===== src/rtl/tse_pkg.sv =====
// ----------------------------------------------------------------------------
// tse_pkg
// Shared widths, register indexes, character codes and the command and
// status types that run between the tab expander controller and datapath.
// ----------------------------------------------------------------------------
`default_nettype none

package tse_pkg;

    // Fixed field and register widths
    localparam int BYTE_W     = 8;
    localparam int STOP_W     = 16;
    localparam int IV_W       = 6;
    localparam int CNT_REG_W  = 3;
    localparam int CFG_ADDR_W = 3;
    localparam int CFG_DATA_W = 16;

    // Parameter defaults
    localparam int MAX_STOPS_DEF   = 6;
    localparam int COLUMN_BITS_DEF = 16;
    localparam int MAX_SPACES_DEF  = 64;

    // Register indexes on the configuration port
    localparam int REG_TAB_INTERVAL = 0;
    localparam int REG_STOP_COUNT   = 1;
    localparam int REG_STOP_POS_0   = 2;

    // Reset value of the regular stop spacing
    localparam logic [IV_W-1:0] IV_RESET = 6'd8;

    // Character codes
    localparam logic [BYTE_W-1:0] CH_BS  = 8'h08;
    localparam logic [BYTE_W-1:0] CH_TAB = 8'h09;
    localparam logic [BYTE_W-1:0] CH_NL  = 8'h0A;
    localparam logic [BYTE_W-1:0] CH_SP  = 8'h20;

    // Datapath operations issued by the controller
    typedef enum logic [3:0] {
        OP_NONE,
        OP_PASS,
        OP_TAB_LOAD,
        OP_SCAN_SKIP,
        OP_SCAN_EQ,
        OP_PICK_STOP,
        OP_DIV_INIT,
        OP_DIV_STEP,
        OP_DIV_FIX,
        OP_DIST,
        OP_EMIT
    } dp_op_t;

    typedef struct packed {
        dp_op_t op;
        logic   in_ready;
    } tse_cmd_t;

    typedef struct packed {
        logic is_tab;      // input beat holds a tab
        logic scan_gt;     // current stop lies below the target
        logic scan_eq;     // current stop equals the target
        logic has_stop;    // an explicit stop remains
        logic div_last;    // final remainder step
        logic out_free;    // output register can take a beat
        logic last_space;  // one space left in the run
    } tse_stat_t;

endpackage

`default_nettype wire


===== src/rtl/tab_to_space_expander_core.sv =====
// ----------------------------------------------------------------------------
// tab_to_space_expander_core
// Text stream tab expander: one byte in, the byte or a run of spaces out.
//
// Input stream s_axis carries one text byte per beat; output stream m_axis
// carries one byte per beat, tlast on the final beat caused by an input byte
// and tuser (clipped) on the final space of a cut tab run. Registers go in
// over cfg_we/cfg_addr/cfg_wdata; the user must write them only while the
// block is idle, which the block itself does not enforce. A non-tab byte
// appears on m_axis the cycle after it is accepted. A tab is accepted, skips
// the explicit stops below the column and a stop it sits on, picks the stop,
// runs the one-bit serial remainder unit and a fix step when the regular
// spacing applies, sizes the run, then sends one space per cycle while the
// receiver takes them (1 to MAX_SPACES). The next byte is accepted once the
// run has gone out. Reset clears the column, the stop pointer and the output
// valid flag and loads the register reset values. A stalled receiver holds
// the output beat and the block waits; nothing is dropped.
// ----------------------------------------------------------------------------
`default_nettype none

module tab_to_space_expander_core
    import tse_pkg::*;
#(
    parameter int MAX_STOPS   = MAX_STOPS_DEF,
    parameter int COLUMN_BITS = COLUMN_BITS_DEF,
    parameter int MAX_SPACES  = MAX_SPACES_DEF
)
(
    input  wire logic                  clk,
    input  wire logic                  rst_n,
    input  wire logic                  cfg_we,
    input  wire logic [CFG_ADDR_W-1:0] cfg_addr,
    input  wire logic [CFG_DATA_W-1:0] cfg_wdata,
    input  wire logic                  s_axis_tvalid,
    output logic                       s_axis_tready,
    input  wire logic [BYTE_W-1:0]     s_axis_tdata,   // [7:0] in_byte
    output logic                       m_axis_tvalid,
    input  wire logic                  m_axis_tready,
    output logic [BYTE_W-1:0]          m_axis_tdata,   // [7:0] out_byte
    output logic                       m_axis_tlast,   // last_of_run
    output logic                       m_axis_tuser    // [0] clipped
);

    tse_cmd_t  cmd;
    tse_stat_t stat;

    // Controller
    tse_ctrl u_ctrl (
        .clk      (clk),
        .rst_n    (rst_n),
        .in_valid (s_axis_tvalid),
        .stat     (stat),
        .cmd      (cmd)
    );

    // Datapath
    tse_dp #(
        .MAX_STOPS   (MAX_STOPS),
        .COLUMN_BITS (COLUMN_BITS),
        .MAX_SPACES  (MAX_SPACES)
    ) u_dp (
        .clk       (clk),
        .rst_n     (rst_n),
        .cmd       (cmd),
        .stat      (stat),
        .cfg_we    (cfg_we),
        .cfg_addr  (cfg_addr),
        .cfg_wdata (cfg_wdata),
        .in_data   (s_axis_tdata),
        .out_valid (m_axis_tvalid),
        .out_ready (m_axis_tready),
        .out_data  (m_axis_tdata),
        .out_last  (m_axis_tlast),
        .out_user  (m_axis_tuser)
    );

    assign s_axis_tready = cmd.in_ready;

endmodule

`default_nettype wire


===== src/rtl/tse_ctrl.sv =====
// ----------------------------------------------------------------------------
// tse_ctrl
// Controller of the tab expander: sequences stop scan, remainder steps and
// the emission of the space run, and issues at most one datapath op per cycle.
// ----------------------------------------------------------------------------
`default_nettype none

module tse_ctrl
    import tse_pkg::*;
(
    input  wire logic      clk,
    input  wire logic      rst_n,
    input  wire logic      in_valid,
    input  wire tse_stat_t stat,
    output tse_cmd_t       cmd
);

    typedef enum logic [6:0] {
        ST_IDLE = 7'b0000001,
        ST_SCAN = 7'b0000010,
        ST_PICK = 7'b0000100,
        ST_DIV  = 7'b0001000,
        ST_FIX  = 7'b0010000,
        ST_DIST = 7'b0100000,
        ST_EMIT = 7'b1000000
    } state_t;

    state_t state_reg;
    state_t state_next;

    // Next state and op decode
    always_comb
    begin
        state_next   = state_reg;
        cmd.op       = OP_NONE;
        cmd.in_ready = 1'b0;
        unique case (state_reg)
            ST_IDLE:
            begin
                cmd.in_ready = stat.out_free;
                if (stat.out_free && in_valid)
                begin
                    if (stat.is_tab)
                    begin
                        cmd.op     = OP_TAB_LOAD;
                        state_next = ST_SCAN;
                    end
                    else
                    begin
                        cmd.op = OP_PASS;
                    end
                end
            end
            ST_SCAN:
            begin
                if (stat.scan_gt)
                begin
                    cmd.op = OP_SCAN_SKIP;
                end
                else if (stat.scan_eq)
                begin
                    cmd.op     = OP_SCAN_EQ;
                    state_next = ST_PICK;
                end
                else
                begin
                    state_next = ST_PICK;
                end
            end
            ST_PICK:
            begin
                if (stat.has_stop)
                begin
                    cmd.op     = OP_PICK_STOP;
                    state_next = ST_DIST;
                end
                else
                begin
                    cmd.op     = OP_DIV_INIT;
                    state_next = ST_DIV;
                end
            end
            ST_DIV:
            begin
                cmd.op = OP_DIV_STEP;
                if (stat.div_last)
                begin
                    state_next = ST_FIX;
                end
            end
            ST_FIX:
            begin
                cmd.op     = OP_DIV_FIX;
                state_next = ST_DIST;
            end
            ST_DIST:
            begin
                cmd.op     = OP_DIST;
                state_next = ST_EMIT;
            end
            ST_EMIT:
            begin
                if (stat.out_free)
                begin
                    cmd.op = OP_EMIT;
                    if (stat.last_space)
                    begin
                        state_next = ST_IDLE;
                    end
                end
            end
            default:
            begin
                state_next = ST_IDLE;
            end
        endcase
    end

    // State register
    always_ff @(posedge clk or negedge rst_n)
    begin
        if (!rst_n)
        begin
            state_reg <= ST_IDLE;
        end
        else
        begin
            state_reg <= state_next;
        end
    end

endmodule

`default_nettype wire


===== src/rtl/tse_dp.sv =====
// ----------------------------------------------------------------------------
// tse_dp
// Datapath of the tab expander: configuration registers, column and stop
// pointer, target search, serial remainder unit, space counter and the
// output register.
// ----------------------------------------------------------------------------
`default_nettype none

module tse_dp
    import tse_pkg::*;
#(
    parameter int MAX_STOPS   = MAX_STOPS_DEF,
    parameter int COLUMN_BITS = COLUMN_BITS_DEF,
    parameter int MAX_SPACES  = MAX_SPACES_DEF
)
(
    input  wire logic                  clk,
    input  wire logic                  rst_n,
    input  wire tse_cmd_t              cmd,
    output tse_stat_t                  stat,
    input  wire logic                  cfg_we,
    input  wire logic [CFG_ADDR_W-1:0] cfg_addr,
    input  wire logic [CFG_DATA_W-1:0] cfg_wdata,
    input  wire logic [BYTE_W-1:0]     in_data,
    output logic                       out_valid,
    input  wire logic                  out_ready,
    output logic [BYTE_W-1:0]          out_data,
    output logic                       out_last,
    output logic                       out_user
);

    localparam int IDX_W = $clog2(MAX_STOPS + 1);
    localparam int TGT_W = ((COLUMN_BITS > STOP_W) ? COLUMN_BITS : STOP_W) + 1;
    localparam int DC_W  = $clog2(TGT_W + 1);
    localparam int SP_W  = $clog2(MAX_SPACES + 1);
    localparam logic [COLUMN_BITS-1:0] COL_MAX = {COLUMN_BITS{1'b1}};

    // Configuration
    logic [IV_W-1:0]      tab_interval_reg;
    logic [CNT_REG_W-1:0] stop_count_reg;
    logic [STOP_W-1:0]    stop_pos_reg [MAX_STOPS];

    // Committed state
    logic [COLUMN_BITS-1:0] column_reg;
    logic [IDX_W-1:0]       stop_idx_reg;

    // Working registers of a tab
    logic [IDX_W-1:0] work_idx_reg;
    logic [TGT_W-1:0] target_reg;
    logic [TGT_W-1:0] div_sh_reg;
    logic [IV_W-1:0]  rem_reg;
    logic [DC_W-1:0]  div_cnt_reg;
    logic [SP_W-1:0]  space_left_reg;
    logic             clip_pend_reg;

    // Output register
    logic              out_valid_reg;
    logic [BYTE_W-1:0] out_data_reg;
    logic              out_last_reg;
    logic              out_user_reg;

    logic [IDX_W-1:0]       n_eff;
    logic [STOP_W-1:0]      stop_sel;
    logic [TGT_W-1:0]       stop_ext;
    logic [TGT_W-1:0]       col_ext;
    logic                   idx_ok;
    logic [IV_W-1:0]        iv_eff;
    logic [IV_W:0]          rem_sh;
    logic [IV_W:0]          rem_sub;
    logic [IV_W-1:0]        rem_nx;
    logic [TGT_W-1:0]       tgt_gap;
    logic                   dist_clip;
    logic [SP_W-1:0]        space_cnt;
    logic [COLUMN_BITS-1:0] col_sat;
    logic                   out_free;

    // Stop count clamped to the stops held
    assign n_eff = (stop_count_reg > CNT_REG_W'(MAX_STOPS)) ? IDX_W'(MAX_STOPS)
                                                            : IDX_W'(stop_count_reg);

    // Stop under the work pointer
    always_comb
    begin
        stop_sel = '0;
        for (int j = 0; j < MAX_STOPS; j++)
        begin
            if (work_idx_reg == IDX_W'(j))
            begin
                stop_sel = stop_pos_reg[j];
            end
        end
    end

    assign stop_ext = TGT_W'(stop_sel);
    assign col_ext  = TGT_W'(column_reg);
    assign idx_ok   = work_idx_reg < n_eff;

    // One restoring remainder step; zero interval acts as one
    assign iv_eff  = (tab_interval_reg == '0) ? IV_W'(1) : tab_interval_reg;
    assign rem_sh  = {rem_reg, div_sh_reg[TGT_W-1]};
    assign rem_sub = rem_sh - {1'b0, iv_eff};
    assign rem_nx  = (rem_sh >= {1'b0, iv_eff}) ? rem_sub[IV_W-1:0] : rem_sh[IV_W-1:0];

    // Run length and saturated column
    assign tgt_gap   = target_reg - col_ext;
    assign dist_clip = tgt_gap > TGT_W'(MAX_SPACES);
    assign space_cnt = dist_clip ? SP_W'(MAX_SPACES) : tgt_gap[SP_W-1:0];
    assign col_sat   = (target_reg > TGT_W'(COL_MAX)) ? COL_MAX
                                                      : target_reg[COLUMN_BITS-1:0];

    assign out_free = !out_valid_reg || out_ready;

    // Status to the controller
    always_comb
    begin
        stat.is_tab     = in_data == CH_TAB;
        stat.scan_gt    = idx_ok && (target_reg > stop_ext);
        stat.scan_eq    = idx_ok && (target_reg == stop_ext);
        stat.has_stop   = idx_ok;
        stat.div_last   = div_cnt_reg == DC_W'(TGT_W - 1);
        stat.out_free   = out_free;
        stat.last_space = space_left_reg == SP_W'(1);
    end

    // Configuration writes
    always_ff @(posedge clk or negedge rst_n)
    begin
        if (!rst_n)
        begin
            tab_interval_reg <= IV_RESET;
            stop_count_reg   <= '0;
            for (int j = 0; j < MAX_STOPS; j++)
            begin
                stop_pos_reg[j] <= '0;
            end
        end
        else if (cfg_we)
        begin
            if (cfg_addr == CFG_ADDR_W'(REG_TAB_INTERVAL))
            begin
                tab_interval_reg <= cfg_wdata[IV_W-1:0];
            end
            if (cfg_addr == CFG_ADDR_W'(REG_STOP_COUNT))
            begin
                stop_count_reg <= cfg_wdata[CNT_REG_W-1:0];
            end
            for (int j = 0; j < MAX_STOPS; j++)
            begin
                if (cfg_addr == CFG_ADDR_W'(REG_STOP_POS_0 + j))
                begin
                    stop_pos_reg[j] <= cfg_wdata[STOP_W-1:0];
                end
            end
        end
    end

    // Column, stop pointer and output valid
    always_ff @(posedge clk or negedge rst_n)
    begin
        if (!rst_n)
        begin
            column_reg    <= '0;
            stop_idx_reg  <= '0;
            out_valid_reg <= 1'b0;
        end
        else
        begin
            if (cmd.op == OP_PASS)
            begin
                if (in_data == CH_NL)
                begin
                    column_reg   <= '0;
                    stop_idx_reg <= '0;
                end
                else if (in_data == CH_BS)
                begin
                    if (column_reg != '0)
                    begin
                        column_reg <= column_reg - 1'b1;
                    end
                end
                else if (column_reg != COL_MAX)
                begin
                    column_reg <= column_reg + 1'b1;
                end
            end
            else if (cmd.op == OP_DIST)
            begin
                column_reg   <= col_sat;
                stop_idx_reg <= work_idx_reg;
            end

            if (cmd.op == OP_PASS || cmd.op == OP_EMIT)
            begin
                out_valid_reg <= 1'b1;
            end
            else if (out_ready)
            begin
                out_valid_reg <= 1'b0;
            end
        end
    end

    // Working registers and output payload
    always_ff @(posedge clk)
    begin
        case (cmd.op)
            OP_PASS:
            begin
                out_data_reg <= in_data;
                out_last_reg <= 1'b1;
                out_user_reg <= 1'b0;
            end
            OP_TAB_LOAD:
            begin
                target_reg   <= col_ext;
                work_idx_reg <= stop_idx_reg;
            end
            OP_SCAN_SKIP:
            begin
                work_idx_reg <= work_idx_reg + 1'b1;
            end
            OP_SCAN_EQ:
            begin
                target_reg   <= target_reg + 1'b1;
                work_idx_reg <= work_idx_reg + 1'b1;
            end
            OP_PICK_STOP:
            begin
                if (target_reg < stop_ext)
                begin
                    target_reg <= stop_ext;
                end
                work_idx_reg <= work_idx_reg + 1'b1;
            end
            OP_DIV_INIT:
            begin
                div_sh_reg  <= target_reg;
                rem_reg     <= '0;
                div_cnt_reg <= '0;
            end
            OP_DIV_STEP:
            begin
                div_sh_reg  <= {div_sh_reg[TGT_W-2:0], 1'b0};
                rem_reg     <= rem_nx;
                div_cnt_reg <= div_cnt_reg + 1'b1;
            end
            OP_DIV_FIX:
            begin
                // next multiple of the interval strictly above the target
                target_reg <= target_reg - TGT_W'(rem_reg) + TGT_W'(iv_eff);
            end
            OP_DIST:
            begin
                space_left_reg <= space_cnt;
                clip_pend_reg  <= dist_clip;
            end
            OP_EMIT:
            begin
                space_left_reg <= space_left_reg - 1'b1;
                out_data_reg   <= CH_SP;
                out_last_reg   <= stat.last_space;
                out_user_reg   <= stat.last_space && clip_pend_reg;
            end
            default:
            begin
            end
        endcase
    end

    assign out_valid = out_valid_reg;
    assign out_data  = out_data_reg;
    assign out_last  = out_last_reg;
    assign out_user  = out_user_reg;

    // A space run never starts empty
    a_emit_nonzero: assert property (@(posedge clk) disable iff (!rst_n)
        cmd.op == OP_EMIT |-> space_left_reg != '0)
        else $error("space emitted with empty run counter");

    // Every tab target lies above the column
    a_target_above: assert property (@(posedge clk) disable iff (!rst_n)
        cmd.op == OP_DIST |-> target_reg > col_ext)
        else $error("tab target not above column");

    // The output register is only loaded when it can take a beat
    a_load_free: assert property (@(posedge clk) disable iff (!rst_n)
        (cmd.op == OP_PASS || cmd.op == OP_EMIT) |-> out_free)
        else $error("output register overwritten");

    // Committed stop pointer never exceeds MAX_STOPS
    a_idx_range: assert property (@(posedge clk) disable iff (!rst_n)
        cmd.op == OP_DIST |=> stop_idx_reg <= IDX_W'(MAX_STOPS))
        else $error("stop pointer out of range");

endmodule

`default_nettype wire


===== config.mk =====
export PLATFORM = sky130hd
export DESIGN_NAME = tab_to_space_expander_core
export DESIGN_NICKNAME = d
export VERILOG_FILES = /design/src/rtl/tse_pkg.sv /design/src/rtl/tab_to_space_expander_core.sv /design/src/rtl/tse_ctrl.sv /design/src/rtl/tse_dp.sv
export SDC_FILE = /design/constraint.sdc
export NUM_CORES = 1
export LEC_CHECK = 0
export BUFFER_PORTS_ARGS = -buffer_cell sky130_fd_sc_hd__buf_2
export CORE_ASPECT_RATIO = 0.8
export CORE_MARGIN = 2
export CORE_UTILIZATION = 57
export DETAILED_ROUTE_END_ITERATION = 10
export HOLD_SLACK_MARGIN = 0.05
export PLACE_DENSITY = 0.74
export SLEW_MARGIN = 10
export SYNTH_ARGS = -nofsm -noshare
export SYNTH_HDL_FRONTEND = slang
export SYNTH_HIERARCHICAL = 1
export SYNTH_SLANG_ARGS = --single-unit

===== constraint.sdc =====
create_clock -name clk -period 6.25 [get_ports clk]
set_clock_uncertainty 0.1 [all_clocks]
set_input_delay 0.3125 -clock clk [delete_from_list [all_inputs] [get_ports clk]]
set_output_delay 0.3125 -clock clk [all_outputs]
set_load 0.005 [all_outputs]

* After elaboration in Yosys (flattened, before gate mapping)
Cells that the tools add are included.
Storage, ports and cells: register bits after elaboration 198, input bits 32, output and inout bits 12, logic and storage cells 164
Operators by class: $add $sub $neg 10, $lt $le $gt $ge 7, equal/unequal tests 46, multiplexer cells 48, reduce and logical (&&, ||, !) cells 31
Operators with widths (count):
- $mux 16 | 13
- $pmux 17 s4 | 1
- $mux 7 | 7
- $pmux 7 s7 | 1
- $pmux 17 s2 | 1
- $pmux 4 s7 | 1
- $eq 8x4->1 const B | 3
- $reduce_and 2->1 | 10
- $eq 3x3->1 const B | 6
- $mux 6 | 3
- $add 17x1->17 const B | 1
- $add 17x6->17 | 1
- $eq 17x16->1 | 1
- $gt 17x16->1 | 1
- $gt 17x16->1 const B | 1
- $gt 17x7->1 const B | 1
- $lt 17x16->1 | 1
- $mux 17 | 1
- $sub 17x16->17 | 1
- $sub 17x6->17 | 1
- $add 16x1->16 const B | 1
- $eq 4x3->1 const B | 4
- $ne 16x16->1 const B | 1
- $pmux 8 s2 | 1
- 44 further kinds | 79

* Depth between registers and ports, before layout
word-level depth 15, mapped depth 30, gate-level depth less buffers 26

* Hierarchy
Netlist, hierarchy kept.
By module, submodules not included:
- tse_dp | times used 1, cells an instance 1254, area each 12689.7 sq um, sequential area each 5111.2 sq um
- tse_ctrl | times used 1, cells an instance 74, area each 624.3 sq um, sequential area each 176.4 sq um

* Worst setup path before layout
Ideal clock, no wire load.
kind reg-to-reg, from reg u_dp.work_idx_reg[1], to reg u_dp.div_sh_reg[10] (data pin), setup time 0.260 ns, data arrival time 6.249 ns, required time 5.890 ns, setup slack -0.359 ns, stages on the path, launching flop included 26, path buffers 4, period minus slack after synthesis 6.609 ns, cells stage by stage edfxtp_1 inv_1 ha_1 nor2b_1 clkbuf_1 clkbuf_1 a22oi_1 a211oi_1 a21oi_1 a211oi_1 a21oi_1 ha_1 a21o_1 a21o_1 a211oi_1 o21ai_0 a21oi_1 a211oi_1 and4b_1 a22o_1 clkbuf_1 nor2b_1 and2_0 nand2_1 clkbuf_1 mux2_2
RTL lines:
- start: declaration | RTL line tse_dp.sv:48 | logic [IDX_W-1:0] work_idx_reg;
- start signal: assignment | RTL line tse_dp.sv:217 | work_idx_reg <= stop_idx_reg;
- start signal: assignment | RTL line tse_dp.sv:221 | work_idx_reg <= work_idx_reg + 1'b1;
- start signal: assignment | RTL line tse_dp.sv:226 | work_idx_reg <= work_idx_reg + 1'b1;
- end signal: assignment | RTL line tse_dp.sv:238 | div_sh_reg <= target_reg;
- end signal: assignment | RTL line tse_dp.sv:244 | div_sh_reg <= {div_sh_reg[TGT_W-2:0], 1'b0};
- end: declaration | RTL line tse_dp.sv:50 | logic [TGT_W-1:0] div_sh_reg;

==> impl_metrics.py <==
metrics = {
    "route": {
        "drtIter0Drc": 1216,
        "num_vias": 10800,
        "ant_nets": 0,
        "viasPerCell": 6.45,
        "routedWlPerCell_um": 20.7,
        "wirelength_mm": 34.7,
        "drc": 0,
        "dr.pass1.iters": 5,
    },
    "critical_path": {
        "start_kind": "flop",
        "critPathArrivalTime_ns": 5.85,
        "endpoint_kind": "flop",
        "cp_max_fo": 16,
        "cp_data_required_time_ns": 6.32,
        "critPathKind": "flop to flop",
        "r2r_setup_slack_ns": 0.48,
    },
    "global_route": {
        "grt_max_degree": 68,
        "antenna_found_initial": 0,
        "grtUsageTotal": 0.287,
        "grt_overflow": 0,
        "grt_pass1_wl_mm": 55.8,
        "grt_pass1_vias": 10200,
    },
    "sta": {
        "slew_headroom": 0.219,
        "period_needed_ns": 5.77,
        "grt_setup_unrepaired": "false",
        "tns_ns": 0,
        "fmax_ghz": 0.173,
        "min_period_over_period": 0.924,
        "tightest_slew_ns": 1.16,
        "slew_viol_final": 0,
        "hold_viol": 0,
        "setup-violations-final": 0,
    },
    "final_layout": {
        "antenna_cells": 0,
        "layout_common_cells": "130 x dfrtp_1, 123 x mux2_2, 91 x nor2_1, 91 x ha_1, 88 x o21ai_0",
        "final_core_util": 0.642,
        "mostFrequentLayoutCell": "dfrtp_1",
        "final_layout_size_suffix_gt1_frac": 0.189,
        "fin_nets": 1493,
        "largest_register_ffs": 96,
        "areaGrowthSynthToFinish_pct": 9.31,
    },
    "logic_synthesis": {
        "syn_avg_cell_area_um2": 10.0,
        "synth-edff-count": 66,
        "yosysSeqAreaShare": 0.397,
        "syn_inst": 1328,
        "synthFlopType": "dfrtp_1",
        "synth.top_cell.area_share": 0.244,
        "syn-num-nets": 1461,
        "synthArstFlopShare": 0.667,
        "ys_ff_latch": 198,
        "yosysTopAreaCell": "dfrtp_1",
        "syn_area_mm2": 0.0133,
        "ys_types": 90,
        "synthTopCellsByArea": "dfrtp_1 24%, edfxtp_1 15%, mux2_2 10%, ha_1 8.6%, o21ai_0 3.3%",
        "yosys_warnings": 6,
    },
    "cts": {
        "clk_latency_ns": 0.45,
        "clkTransAtPathRegs_ns": 0.08,
        "root_buffer": "clkbuf_16",
        "cts_tree": "yes",
        "cts_sinks": 198,
        "ctsHtreeMaxLevel": 4,
        "cts_buffers": 17,
        "postCtsSetupBuffers": 0,
        "ctsLongestPathBuffers": 2,
    },
    "pwr": {
        "switchingPower_w": 0.00247,
        "combPwrFrac": 0.467,
        "leakage_nw": 6.10,
        "p_seq_frac": 0.335,
        "p_per_area_mw_per_mm2": 408,
        "p_sw_frac": 0.415,
        "internal_power_w": 0.00347,
        "max-vdd-ir-drop_v": 0.000220,
        "p_clk_frac": 0.198,
    },
    "die": {
        "die_area_mm2": 0.0246,
        "die_w_um": 175,
        "coreArea_mm2": 0.0227,
        "start_util": 0.587,
        "io_pins": 44,
        "rows": 49,
        "die_h_um": 141,
    },
    "place": {
        "port_buffers": 43,
        "gp_congestion": 0.971,
        "dp_hpwl_mm": 24.9,
    },
    "run": {
        "drv_cap": 0,
    },
    "hold_path": {
        "hp-class": "primary input to flop",
    },
    "outcome": {
        "outcome": "complete, no violations",
    },
}
[power groups by stage]
stage,sequential [W],clock [W],combinational (W)
2_1_floorplan,0.00185,0,0.00211
3_3_place_gp,0.00199,0,0.00263
3_5_place_dp,0.00200,0,0.00269
4_1_cts,0.00197,0.00118,0.00272
5_1_grt,0.00202,0.00124,0.00306
6_report,0.00199,0.00118,0.00278
[cells by family (layout without fill, tap and decap cells)]
| kind of cell | after synthesis | in the layout | synth area share |
|---|---|---|---|
| fa+ha+maj | 101 | 101 | 0.100 |
| compound gates | 367 | 367 | 0.184 |
| xor+xnor | 53 | 53 | 0.0349 |
| mux | 131 | 131 | 0.110 |
| buf+inv | 139 | 184 | 0.0426 |
| flops | 198 | 198 | 0.397 |
| simple gates | 339 | 339 | 0.131 |
[synthesized netlist by cell type (13+ instances only)]
master / number
a211oi_1: 37
nor3_1: 25
o21ai_0: 88
dfrtp_1: 130
a22oi_1: 25
nor2_1: 91
a21oi_1: 82
nand2b_1: 19
a21o_1: 19
nand3_1: 25
xnor2_1: 43
and3_1: 16
inv_1: 79
mux2_2: 123
nand4_1: 15
nor4_1: 13
nor2b_1: 16
clkbuf_1: 46
o21a_1: 16
nand2_1: 69
edfxtp_1: 66
ha_1: 92
[worst max-delay path: stages, from the launching register on]
cell and delay, ns:
edfxtp_1 0.46, inv_1 0.17, ha_1 0.25, nor3b_2 0.21, buf_4 0.26, a22oi_1 0.09, a211oi_1 0.29, a21oi_1 0.11
a211oi_1 0.26, a21oi_1 0.08, ha_1 0.31, a21o_1 0.17, a21o_1 0.17, a211oi_1 0.22, o21ai_0 0.15, a21oi_1 0.30
a211oi_1 0.12, and4b_1 0.28, a22o_1 0.17, nand2b_1 0.28, or3_1 0.50, o32ai_1 0.16, a221oi_1 0.23, o221ai_1 0.16
[per-stage QoR]
stage	setup WS, ns	power [W]	cells	hold slack [ns]	area [um^2]
2_1_floorplan	0.00316	0.00396	1328	-0.0831	13300
4_1_cts	0.376	0.00588	1679	0.0522	14500
3_5_place_dp	0.514	0.00469	1645	0.255	13900
5_1_grt	0.0772	0.00631	1679	0.0632	14600
6_report	0.475	0.00594	1679	0.0561	14600
3_3_place_gp	0.678	0.00462	1645	0.252	13900
[final cells by class]
cell class / instances / area, um^2
timing repair buffer: 72 / 444
sequential: 198 / 5290
tap: 306 / 383
clock inverter: 13 / 186
fill: 1792 / 8130
clock buffer: 19 / 434
inverter: 80 / 300
multi-input combinational: 991 / 7520
[worst paths after layout]
path                                                endpoint                              from  depth (start not counted)
max                            u_dp/target_reg[13]$_DFFE_PP_    u_dp/work_idx_reg[0]$_DFFE_PP_                         23
min                           u_dp/out_data[3]$_SDFFCE_PP0P_                   s_axis_tdata[3]                          2
max reg2reg                    u_dp/target_reg[13]$_DFFE_PP_    u_dp/work_idx_reg[0]$_DFFE_PP_                         23
min reg2reg                 u_dp/stop_pos_reg[8]$_DFFE_PN0P_  u_dp/stop_pos_reg[8]$_DFFE_PN0P_                          1
max in group asynchronous  u_dp/stop_pos_reg[63]$_DFFE_PN0P_                             rst_n                          3
min in group asynchronous    u_ctrl/state_reg[5]$_DFFE_PN0P_                             rst_n                          2
[what timing repair did]
action | in CTS | in global routing
hold buffers | 2 | 0
setup endpoints to repair | 0 | 5
resized for setup | 0 | 3
hold endpoints to repair | 64 | 0
[routing by layer]
layer	wire length [um]	part of all wire	track usage	up-vias
met5	0	0	0	-
met4	503	0.014	0.0746	0
met3	2770	0.080	0.0502	46
met2	15100	0.43	0.421	446
met1	16300	0.47	0.439	5336
li1	-	-	-	4997
Power figures use the tool's default switching activity.
